### src/hw/rtl/rtfp_pkg.sv
`default_nettype none

package rtfp_pkg;

   // Sync pattern as it appears in the byte history, oldest byte in the top bits.
   localparam logic [63:0] SYNC_PATTERN = 64'h0201_0403_0605_0807;

   // Bytes the sync pattern contributes to a frame span.
   localparam logic [15:0] SYNC_LEN = 16'd8;
   localparam logic [15:0] SPAN_MAX = 16'hFFFF;

   // Header words: total length, TLV count and the number of words in all.
   localparam logic [3:0] HDR_TOTAL_LEN = 4'd1;
   localparam logic [3:0] HDR_NUM_TLVS  = 4'd6;
   localparam logic [3:0] HDR_WORDS     = 4'd9;

   // Result kinds.
   localparam logic [1:0] KIND_HEADER  = 2'd0;
   localparam logic [1:0] KIND_TLV_HDR = 2'd1;
   localparam logic [1:0] KIND_PAYLOAD = 2'd2;
   localparam logic [1:0] KIND_VERDICT = 2'd3;

   // Depth of the result queue; it must hold two results of one byte.
   localparam int RSP_DEPTH = 4;

   typedef enum logic [5:0] {
      PH_HUNT    = 6'b000001,
      PH_HEADER  = 6'b000010,
      PH_TYPE    = 6'b000100,
      PH_LENGTH  = 6'b001000,
      PH_PAYLOAD = 6'b010000,
      PH_DONE    = 6'b100000
   } phase_type;

   typedef struct packed {
      logic        last;
      logic        frame_ok;
      logic        tlv_last_byte;
      logic [31:0] tlv_kind;
      logic [31:0] value;
      logic [3:0]  word_index;
      logic [1:0]  kind;
   } rsp_item_type;

endpackage

`default_nettype wire

### src/hw/rtl/radar_tlv_frame_parser.sv
`default_nettype none

// Radar TLV frame parser. The block takes one byte of the radar UART stream per request
// on the req_ channel (req_tlast marks the final byte of a received buffer) and hunts for
// the sync pattern 02 01 04 03 06 05 08 07. After the pattern it assembles the nine
// little-endian 32-bit header words and reports each one, then walks the TLV records that
// header word 6 announces: for each it reports the length word tagged with the type, then
// every payload byte tagged with the type, with a flag on the final byte. The next sync
// pattern or the end of a buffer closes the frame with a verdict that carries the observed
// span (saturated at 65535) and says whether it matches the total-length header word. The
// buffer end also clears the sync history, so a pattern never spans two buffers. Timing:
// a byte is held in an input register and parsed from there; its results are registered
// in the result queue before they appear. One byte is accepted every cycle while the
// consumer keeps up. A byte that both ends a frame and closes a buffer yields two
// results, which leave the four-entry result queue one at a time; the parse stage waits
// only when fewer than two queue entries are free.
module radar_tlv_frame_parser (
   input  wire         clock,
   input  wire         reset,
   // Request channel.
   input  wire         req_tvalid,
   output logic        req_tready,
   input  wire  [7:0]  req_tdata,   // [7:0] in_byte
   input  wire         req_tlast,   // buffer_end
   // Result channel.
   output logic        rsp_tvalid,
   input  wire         rsp_tready,
   output logic [71:0] rsp_tdata,   // [3:0] word_index, [35:4] value, [67:36] tlv_kind,
                                    // [68] tlv_last_byte, [69] frame_ok, [71:70] zero
   output logic [1:0]  rsp_tuser,   // [1:0] kind
   output logic        rsp_tlast    // last result caused by one request
);

   import rtfp_pkg::*;

   localparam int PTR_W = $clog2(RSP_DEPTH);
   localparam int CNT_W = $clog2(RSP_DEPTH + 1);

   // Input register.
   logic       in_vld_ff;
   logic [7:0] in_byte_ff;
   logic       in_end_ff;

   // Parser state.
   logic [55:0] sync_ff, sync_in;
   phase_type   phase_ff, phase_in;
   logic [31:0] accum_ff, accum_in;
   logic [1:0]  biw_ff, biw_in;
   logic [3:0]  hwc_ff, hwc_in;
   logic [31:0] decl_len_ff, decl_len_in;
   logic [31:0] tlvs_ff, tlvs_in;
   logic [31:0] tlv_type_ff, tlv_type_in;
   logic [31:0] pay_rem_ff, pay_rem_in;
   logic [15:0] span_ff, span_in;

   // Result queue.
   rsp_item_type           rsp_q_ff [RSP_DEPTH];
   logic [PTR_W-1:0]       wr_ptr_ff, rd_ptr_ff;
   logic [CNT_W-1:0]       cnt_ff, cnt_in;

   // Parse stage.
   logic         proc_fire;
   logic         rsp_pop;
   logic [63:0]  sync_cat;
   logic         sync_hit;
   logic         frame_open;
   logic [15:0]  span_inc;
   logic [15:0]  vspan;
   logic [31:0]  word_val;
   logic [31:0]  tlvs_dec;
   logic [31:0]  pay_dec;
   logic [3:0]   hwc_inc;
   logic [1:0]   n_res;
   rsp_item_type res_a, res_b;

   // The queue must have room for the worst case of two results from one byte.
   assign proc_fire  = in_vld_ff && (cnt_ff <= CNT_W'(RSP_DEPTH - 2));
   assign req_tready = !in_vld_ff || proc_fire;
   assign rsp_pop    = rsp_tvalid && rsp_tready;

   always_comb begin
      sync_in     = sync_ff;
      phase_in    = phase_ff;
      accum_in    = accum_ff;
      biw_in      = biw_ff;
      hwc_in      = hwc_ff;
      decl_len_in = decl_len_ff;
      tlvs_in     = tlvs_ff;
      tlv_type_in = tlv_type_ff;
      pay_rem_in  = pay_rem_ff;
      span_in     = span_ff;
      res_a       = '0;
      res_b       = '0;
      n_res       = 2'd0;
      vspan       = '0;

      sync_cat   = {sync_ff, in_byte_ff};
      sync_hit   = (sync_cat == SYNC_PATTERN);
      frame_open = (phase_ff != PH_HUNT);
      span_inc   = (span_ff == SPAN_MAX) ? span_ff : span_ff + 16'd1;
      word_val   = accum_ff | ({24'd0, in_byte_ff} << {biw_ff, 3'b000});
      hwc_inc    = hwc_ff + 4'd1;
      tlvs_dec   = (tlvs_ff != 32'd0) ? tlvs_ff - 32'd1 : tlvs_ff;
      pay_dec    = (pay_rem_ff != 32'd0) ? pay_rem_ff - 32'd1 : pay_rem_ff;

      sync_in = sync_cat[55:0];

      if (sync_hit) begin
         // The sync byte closes the open frame and opens a new one.
         if (frame_open) begin
            vspan          = (span_inc == SPAN_MAX) ? SPAN_MAX : span_inc - SYNC_LEN;
            res_a.kind     = KIND_VERDICT;
            res_a.value    = {16'd0, vspan};
            res_a.frame_ok = (hwc_ff >= 4'd2) && ({16'd0, vspan} == decl_len_ff);
            n_res          = 2'd1;
         end
         span_in     = SYNC_LEN;
         phase_in    = PH_HEADER;
         accum_in    = '0;
         biw_in      = '0;
         hwc_in      = '0;
         decl_len_in = '0;
         tlvs_in     = '0;
         tlv_type_in = '0;
         pay_rem_in  = '0;
      end else if (frame_open) begin
         span_in = span_inc;
         case (phase_ff)
            PH_PAYLOAD: begin
               res_a.kind          = KIND_PAYLOAD;
               res_a.value         = {24'd0, in_byte_ff};
               res_a.tlv_kind      = tlv_type_ff;
               res_a.tlv_last_byte = (pay_rem_ff == 32'd1);
               n_res               = 2'd1;
               pay_rem_in          = pay_dec;
               if (pay_dec == 32'd0) begin
                  tlvs_in  = tlvs_dec;
                  phase_in = (tlvs_dec != 32'd0) ? PH_TYPE : PH_DONE;
               end
            end
            PH_HEADER, PH_TYPE, PH_LENGTH: begin
               if (biw_ff == 2'd3) begin
                  accum_in = '0;
                  biw_in   = '0;
                  if (phase_ff == PH_HEADER) begin
                     res_a.kind       = KIND_HEADER;
                     res_a.word_index = hwc_ff;
                     res_a.value      = word_val;
                     n_res            = 2'd1;
                     if (hwc_ff == HDR_TOTAL_LEN) begin
                        decl_len_in = word_val;
                     end
                     if (hwc_ff == HDR_NUM_TLVS) begin
                        tlvs_in = word_val;
                     end
                     hwc_in = hwc_inc;
                     if (hwc_inc >= HDR_WORDS) begin
                        phase_in = (tlvs_in != 32'd0) ? PH_TYPE : PH_DONE;
                     end
                  end else if (phase_ff == PH_TYPE) begin
                     tlv_type_in = word_val;
                     phase_in    = PH_LENGTH;
                  end else begin
                     res_a.kind     = KIND_TLV_HDR;
                     res_a.value    = word_val;
                     res_a.tlv_kind = tlv_type_ff;
                     n_res          = 2'd1;
                     pay_rem_in     = word_val;
                     if (word_val == 32'd0) begin
                        tlvs_in  = tlvs_dec;
                        phase_in = (tlvs_dec != 32'd0) ? PH_TYPE : PH_DONE;
                     end else begin
                        phase_in = PH_PAYLOAD;
                     end
                  end
               end else begin
                  accum_in = word_val;
                  biw_in   = biw_ff + 2'd1;
               end
            end
            default: begin
               // Trailing bytes after the last TLV are dropped.
            end
         endcase
      end

      if (in_end_ff) begin
         // A buffer end closes whatever frame is open after this byte.
         if (phase_in != PH_HUNT) begin
            if (n_res == 2'd0) begin
               res_a.kind     = KIND_VERDICT;
               res_a.value    = {16'd0, span_in};
               res_a.frame_ok = (hwc_in >= 4'd2) && ({16'd0, span_in} == decl_len_in);
            end else begin
               res_b.kind     = KIND_VERDICT;
               res_b.value    = {16'd0, span_in};
               res_b.frame_ok = (hwc_in >= 4'd2) && ({16'd0, span_in} == decl_len_in);
            end
            n_res = n_res + 2'd1;
         end
         phase_in = PH_HUNT;
         sync_in  = '0;
      end

      if (n_res == 2'd1) begin
         res_a.last = 1'b1;
      end
      if (n_res == 2'd2) begin
         res_b.last = 1'b1;
      end
   end

   always_comb begin
      cnt_in = cnt_ff;
      if (proc_fire) begin
         cnt_in = cnt_in + CNT_W'(n_res);
      end
      if (rsp_pop) begin
         cnt_in = cnt_in - CNT_W'(1);
      end
   end

   // Control registers.
   always_ff @(posedge clock) begin
      if (reset) begin
         in_vld_ff   <= 1'b0;
         sync_ff     <= '0;
         phase_ff    <= PH_HUNT;
         accum_ff    <= '0;
         biw_ff      <= '0;
         hwc_ff      <= '0;
         decl_len_ff <= '0;
         tlvs_ff     <= '0;
         tlv_type_ff <= '0;
         pay_rem_ff  <= '0;
         span_ff     <= '0;
         wr_ptr_ff   <= '0;
         rd_ptr_ff   <= '0;
         cnt_ff      <= '0;
      end else begin
         if (req_tready) begin
            in_vld_ff <= req_tvalid;
         end
         if (proc_fire) begin
            sync_ff     <= sync_in;
            phase_ff    <= phase_in;
            accum_ff    <= accum_in;
            biw_ff      <= biw_in;
            hwc_ff      <= hwc_in;
            decl_len_ff <= decl_len_in;
            tlvs_ff     <= tlvs_in;
            tlv_type_ff <= tlv_type_in;
            pay_rem_ff  <= pay_rem_in;
            span_ff     <= span_in;
            wr_ptr_ff   <= wr_ptr_ff + PTR_W'(n_res);
         end
         if (rsp_pop) begin
            rd_ptr_ff <= rd_ptr_ff + PTR_W'(1);
         end
         cnt_ff <= cnt_in;
      end
   end

   // Payload registers.
   always_ff @(posedge clock) begin
      if (req_tready && req_tvalid) begin
         in_byte_ff <= req_tdata;
         in_end_ff  <= req_tlast;
      end
      if (proc_fire && (n_res != 2'd0)) begin
         rsp_q_ff[wr_ptr_ff] <= res_a;
      end
      if (proc_fire && (n_res == 2'd2)) begin
         rsp_q_ff[wr_ptr_ff + PTR_W'(1)] <= res_b;
      end
   end

   assign rsp_tvalid = (cnt_ff != '0);
   assign rsp_tuser  = rsp_q_ff[rd_ptr_ff].kind;
   assign rsp_tlast  = rsp_q_ff[rd_ptr_ff].last;
   assign rsp_tdata  = {2'b00,
                        rsp_q_ff[rd_ptr_ff].frame_ok,
                        rsp_q_ff[rd_ptr_ff].tlv_last_byte,
                        rsp_q_ff[rd_ptr_ff].tlv_kind,
                        rsp_q_ff[rd_ptr_ff].value,
                        rsp_q_ff[rd_ptr_ff].word_index};

   // The result queue never overfills.
   assert property (@(posedge clock) disable iff (reset)
      cnt_ff <= CNT_W'(RSP_DEPTH))
      else $error("result queue overflow");

   // A parsed buffer-end byte always leaves the parser hunting.
   assert property (@(posedge clock) disable iff (reset)
      (proc_fire && in_end_ff) |=> (phase_ff == PH_HUNT))
      else $error("buffer end did not close the frame");

   // An open frame has counted at least its sync pattern.
   assert property (@(posedge clock) disable iff (reset)
      (phase_ff != PH_HUNT) |-> (span_ff >= SYNC_LEN))
      else $error("frame span below sync length");

   // A waiting result holds still until the consumer takes it.
   assert property (@(posedge clock) disable iff (reset)
      (rsp_tvalid && !rsp_tready) |=>
         (rsp_tvalid && $stable(rsp_tdata) && $stable(rsp_tuser) && $stable(rsp_tlast)))
      else $error("result changed while stalled");

endmodule

`default_nettype wire
### config.mk
export PLATFORM = sky130hd
export DESIGN_NAME = radar_tlv_frame_parser
export DESIGN_NICKNAME = d
export VERILOG_FILES = /design/src/hw/rtl/rtfp_pkg.sv /design/src/hw/rtl/radar_tlv_frame_parser.sv
export SDC_FILE = /design/constraint.sdc
export NUM_CORES = 1
export LEC_CHECK = 0
export BUFFER_PORTS_ARGS = -buffer_cell sky130_fd_sc_hd__buf_2
export CAP_MARGIN = 25
export CELL_PAD_IN_SITES_DETAIL_PLACEMENT = 1
export CELL_PAD_IN_SITES_GLOBAL_PLACEMENT = 2
export CORE_ASPECT_RATIO = 0.9
export CORE_UTILIZATION = 41
export CTS_CLUSTER_SIZE = 24
export DETAILED_ROUTE_END_ITERATION = 8
export GPL_ROUTABILITY_DRIVEN = 1
export PLACE_DENSITY_LB_ADDON = 0.1
export SLEW_MARGIN = 20
export SYNTH_ARGS = -nofsm -noshare
export SYNTH_HDL_FRONTEND = slang
export SYNTH_SLANG_ARGS = --single-unit
### constraint.sdc
create_clock -name clock -period 11.2 [get_ports clock]
set_input_delay 1.12 -clock clock [delete_from_list [all_inputs] [get_ports clock]]
set_output_delay 1.12 -clock clock [all_outputs]
set_load 0.005 [all_outputs]
==> flow_metrics.env <==
export IMPL_outcome="completed"
export IMPL_routed_wirelength_mm=112.7
export IMPL_cts_reportedPaths_clkPinSlew_ps=60
export IMPL_slowest_delay_ps=810
export IMPL_postCtsResizedCells=0
export IMPL_nets=3416
export IMPL_worst_case_setup_margin_in_the_final_layout_ps=4935
export IMPL_number_of_library_cell_types_mapped_by_synthesis=89
export IMPL_num_vias=27370
export IMPL_worst_clock_skew_ps=34.19
export IMPL_overall_die_area_um2=70420
export IMPL_synth_top_cells_by_area="sky130_fd_sc_hd__dfxtp_1 (33%), sky130_fd_sc_hd__edfxtp_1 (9.4%), sky130_fd_sc_hd__a21oi_1 (8.7%), sky130_fd_sc_hd__nand2_1 (6.8%), sky130_fd_sc_hd__mux4_2 (5.8%)"
export IMPL_syn2layout_area_growth_pct=11.23
export IMPL_r2r_start="in_byte_ff[0]"
export IMPL_post_synthesis_instance_total=3464
export IMPL_end_kind="flip-flop"
export IMPL_maxcap_violations=0
export IMPL_finalCritPeriodShare=0.5594
export IMPL_power_leakage_nw=10.43
export IMPL_post_route_min_period_ps=6265
export IMPL_synth_area_per_cell_um2=8.210
export IMPL_switching_share=0.2556
export IMPL_ctsHoldBuffers=0
export IMPL_path_max_fanout=73
export IMPL_number_of_synthesized_register_bits=555
export IMPL_slew_violations=0
export IMPL_power_report_internal_total_w=0.003325
export IMPL_critical_path_top_delay_family="simple AND/OR/NAND/NOR gates"
export IMPL_cp_data_required_time_ps=11370
export IMPL_grt_first_pass_wirelength_mm=171.1
export IMPL_initialDrtViolationCount=2392
export IMPL_library_cell_with_the_largest_summed_area_after_synthesis="sky130_fd_sc_hd__dfxtp_1"
export IMPL_whs_endpoint="rsp_q_ff[3][58]"
export IMPL_h_tree_depth=2
export IMPL_layout_cells_sized_above_1=0.1211
export IMPL_n_antenna_cell=0
export IMPL_comb_power_share=0.074
export IMPL_vias_per_cell=6.270
export IMPL_placed_cells_incl_taps=4253
export IMPL_min_delay_start="rsp_q_ff[3][58]"
export IMPL_cts_post_setup_buffers_inserted=0
export IMPL_clock_root_buffer="sky130_fd_sc_hd__clkbuf_16"
export IMPL_power_total_w=0.004467
export IMPL_fin_setup_tns_ps=0
export IMPL_worstReg2RegEnd="rsp_q_ff[2][16]"
export IMPL_die_width_um=279.6
export IMPL_initial_core_util=0.4149
export IMPL_worst_hold_path_type="reg -> reg"
export IMPL_finalSetupViolations=0
export IMPL_synth_edf_count=89
export IMPL_detailed_place_hpwl_mm=74.68
export IMPL_fmaxAchievable_ghz=0.1596
export IMPL_critical_path_startpoint_type="flip-flop"
export IMPL_dr_wl_met2_mm=52.03
export IMPL_maximum_number_of_pins_on_one_net_before_global_route_repair=90
export IMPL_timing_final_hold_violations=0
export IMPL_worstSetupPathType="reg -> reg"
export IMPL_timing_worst_slew_pin_value_ps=1076
export IMPL_met3RoutedLength_mm=6.386
export IMPL_clock_power_share=0.458
export IMPL_crit_path_top_delay_cell="sky130_fd_sc_hd__nand2_1"
export IMPL_gr_usage_all_layers=0.3142
export IMPL_dp_slack_ps=4941
export IMPL_drc=0
export IMPL_synth_async_reset_ratio=0
export IMPL_seq_area_frac_synth=0.4220
export IMPL_antenna_left=0
export IMPL_globalRouteOverflowTotal=0
export IMPL_stdcell_area_um2=31630
export IMPL_wl_per_cell_um=25.81
export IMPL_coreArea_um2=68540
export IMPL_placement_io_buffers=87
export IMPL_antenna_found_initial=0
export IMPL_dominantRegCellSynth="sky130_fd_sc_hd__dfxtp_1"
export IMPL_seqPwrFrac=0.469
export IMPL_dpl_instance_area_um2=29560
export IMPL_clock_insertion_delay_worst_skew_ps=660
export IMPL_slew_headroom=0.2828
export IMPL_p_per_area_nw_per_um2=141.2
export IMPL_cts_buffer_depth=3
export IMPL_r2r_worst_path_cells=11
export IMPL_cp_cell_sequence="nor4bb_1 -> nand4_1 -> or4_1 -> buf_4 -> nand2_1 -> ha_1 -> nand2b_1 -> o221ai_1 -> or2_2 -> buf_4 -> nand2_1"
export IMPL_cts_tree="yes"
export IMPL_first_global_vias=27610
export IMPL_maxUsedRoutingLayer="met4"
export IMPL_routedLengthMet1_mm=51.22
export IMPL_yosysWarnings=0
export IMPL_netSwitchingPower_w=0.001142
export IMPL_placement_rows=91
export IMPL_drtPass1Iterations=5
export IMPL_cts_inserted_buffers=59
export IMPL_clock_sinks=555
export IMPL_place_congestion=0.9336
export IMPL_reg2reg_setup_slack_ps=4940
export IMPL_ir_drop_mv=0.1348
export IMPL_holdPathStages=2
export IMPL_rsz_0062_raised_after_global_routing="false"
export IMPL_vert_die_dim_um=251.9
export IMPL_stdcell_count=4365
export IMPL_netlist_area_leader_share=0.3280
export IMPL_critical_path_arrival_ps=6430
export IMPL_cp_buf_inv_count=2
export IMPL_boundaryPins=90
export IMPL_syn_area_um2=28440
## through the flow
stage / utilization / hold WS [ps]
global placement: 0.4298 / 434.6
finish: 0.4615 / 454.6
global route: 0.4615 / 464.9
floorplan: - / 428.7
detailed placement: 0.4313 / 446.6
CTS: 0.4607 / 455.4
## state kept, by name, indices dropped and copies added (netlist names), 6 cells and up, named ones only
| signal | count |
|---|---|
| accum_ff | 32 |
| decl_len_ff | 32 |
| in_byte_ff | 8 |
| pay_rem_ff | 32 |
| phase_ff | 6 |
| rsp_q_ff | 292 |
| span_ff | 16 |
| sync_ff | 56 |
| tlv_type_ff | 32 |
| tlvs_ff | 32 |
## final cells by class
| type | count | area (µm²) |
|---|---|---|
| clock buffers | 82 | 1693 |
| clock inverters | 27 | 325.3 |
| fillers | 8110 | 36910 |
| inverters | 23 | 86.33 |
| multi-input cells | 2589 | 15290 |
| flip-flops and latches | 555 | 12010 |
| well taps | 930 | 1164 |
| repair buffers | 159 | 1062 |
## worst max-delay path by stage
stage | from | end | cells after the start
floorplan | in_byte_ff[3] | rsp_q_ff[2][0] | 14
detailed placement | in_byte_ff[3] | rsp_q_ff[2][19] | 12
CTS | in_byte_ff[3] | rsp_q_ff[2][16] | 12
finish | in_byte_ff[0] | rsp_q_ff[2][16] | 11
global route | in_byte_ff[3] | rsp_q_ff[2][16] | 12
global placement | in_byte_ff[0] | rsp_q_ff[2][13] | 11
## cells by family after synthesis
logic type	after synthesis	share of synthesized area
buf+inv	321	0.04514
simple gates	1503	0.2507
xor+xnor	80	0.02517
fa+ha+maj	16	0.007303
compound gates	894	0.1840
flops	555	0.4220
mux	94	0.06551
other cells	1	0.0001319
## power by group through the flow
stage                     logic (W)  clock network [W]  registers, W
after global placement     0.000324                  0       0.00214
final                      0.000329            0.00205       0.00209
after global routing       0.000351            0.00216       0.00210
after floorplan            0.000256                  0       0.00209
after detailed placement   0.000330                  0       0.00214
after CTS                  0.000330            0.00208       0.00210
## layout by cell type, fill, tap and decap left out, types with 21 or more instances in the layout
cell / count
sky130_fd_sc_hd__mux4_2: 73
sky130_fd_sc_hd__nand2_1: 513
sky130_fd_sc_hd__buf_4: 65
sky130_fd_sc_hd__o21ai_0: 115
sky130_fd_sc_hd__buf_2: 86
sky130_fd_sc_hd__o22ai_1: 76
sky130_fd_sc_hd__edfxtp_1: 89
sky130_fd_sc_hd__nand3_1: 181
sky130_fd_sc_hd__nand4_1: 32
sky130_fd_sc_hd__inv_1: 21
sky130_fd_sc_hd__nor2_1: 357
sky130_fd_sc_hd__nor4_1: 48
sky130_fd_sc_hd__or3_1: 32
sky130_fd_sc_hd__clkbuf_16: 59
sky130_fd_sc_hd__a22oi_1: 38
sky130_fd_sc_hd__nor3_1: 124
sky130_fd_sc_hd__xor2_1: 27
sky130_fd_sc_hd__dfxtp_1: 464
sky130_fd_sc_hd__nand3b_1: 59
sky130_fd_sc_hd__a21oi_1: 486
sky130_fd_sc_hd__xnor2_1: 52
## cell usage after synthesis (27+ instances only)
| cell | count |
|---|---|
| sky130_fd_sc_hd__nand3b_1 | 59 |
| sky130_fd_sc_hd__nand2_1 | 516 |
| sky130_fd_sc_hd__o22ai_1 | 76 |
| sky130_fd_sc_hd__o21ai_0 | 115 |
| sky130_fd_sc_hd__nand4_1 | 32 |
| sky130_fd_sc_hd__nand3_1 | 182 |
| sky130_fd_sc_hd__xnor2_1 | 52 |
| sky130_fd_sc_hd__a22oi_1 | 38 |
| sky130_fd_sc_hd__dfxtp_1 | 466 |
| sky130_fd_sc_hd__or3_1 | 32 |
| sky130_fd_sc_hd__edfxtp_1 | 89 |
| sky130_fd_sc_hd__mux4_2 | 73 |
| sky130_fd_sc_hd__nor3_1 | 125 |
| sky130_fd_sc_hd__nor2_1 | 362 |
| sky130_fd_sc_hd__nor4_1 | 49 |
| sky130_fd_sc_hd__a21oi_1 | 494 |
| sky130_fd_sc_hd__xor2_1 | 27 |
| sky130_fd_sc_hd__clkbuf_1 | 251 |
## metal layers
metal  vias to the layer above  GRT usage
met5                         -          0
met4                         0    0.09742
met3                       171    0.04121
met2                       870     0.5046
met1                     13990     0.4379
li1                      12340          -
## worst reg2reg max path: stages, from the launching register on
cell	delay [ps]
sky130_fd_sc_hd__edfxtp_1	670
sky130_fd_sc_hd__nor4bb_1	700
sky130_fd_sc_hd__nand4_1	400
sky130_fd_sc_hd__or4_1	560
sky130_fd_sc_hd__buf_4	280
sky130_fd_sc_hd__nand2_1	220
sky130_fd_sc_hd__ha_1	280
sky130_fd_sc_hd__nand2b_1	190
sky130_fd_sc_hd__o221ai_1	680
sky130_fd_sc_hd__or2_2	230
sky130_fd_sc_hd__buf_4	680
sky130_fd_sc_hd__nand2_1	890
No activity file was read; power rests on OpenSTA's default activity.
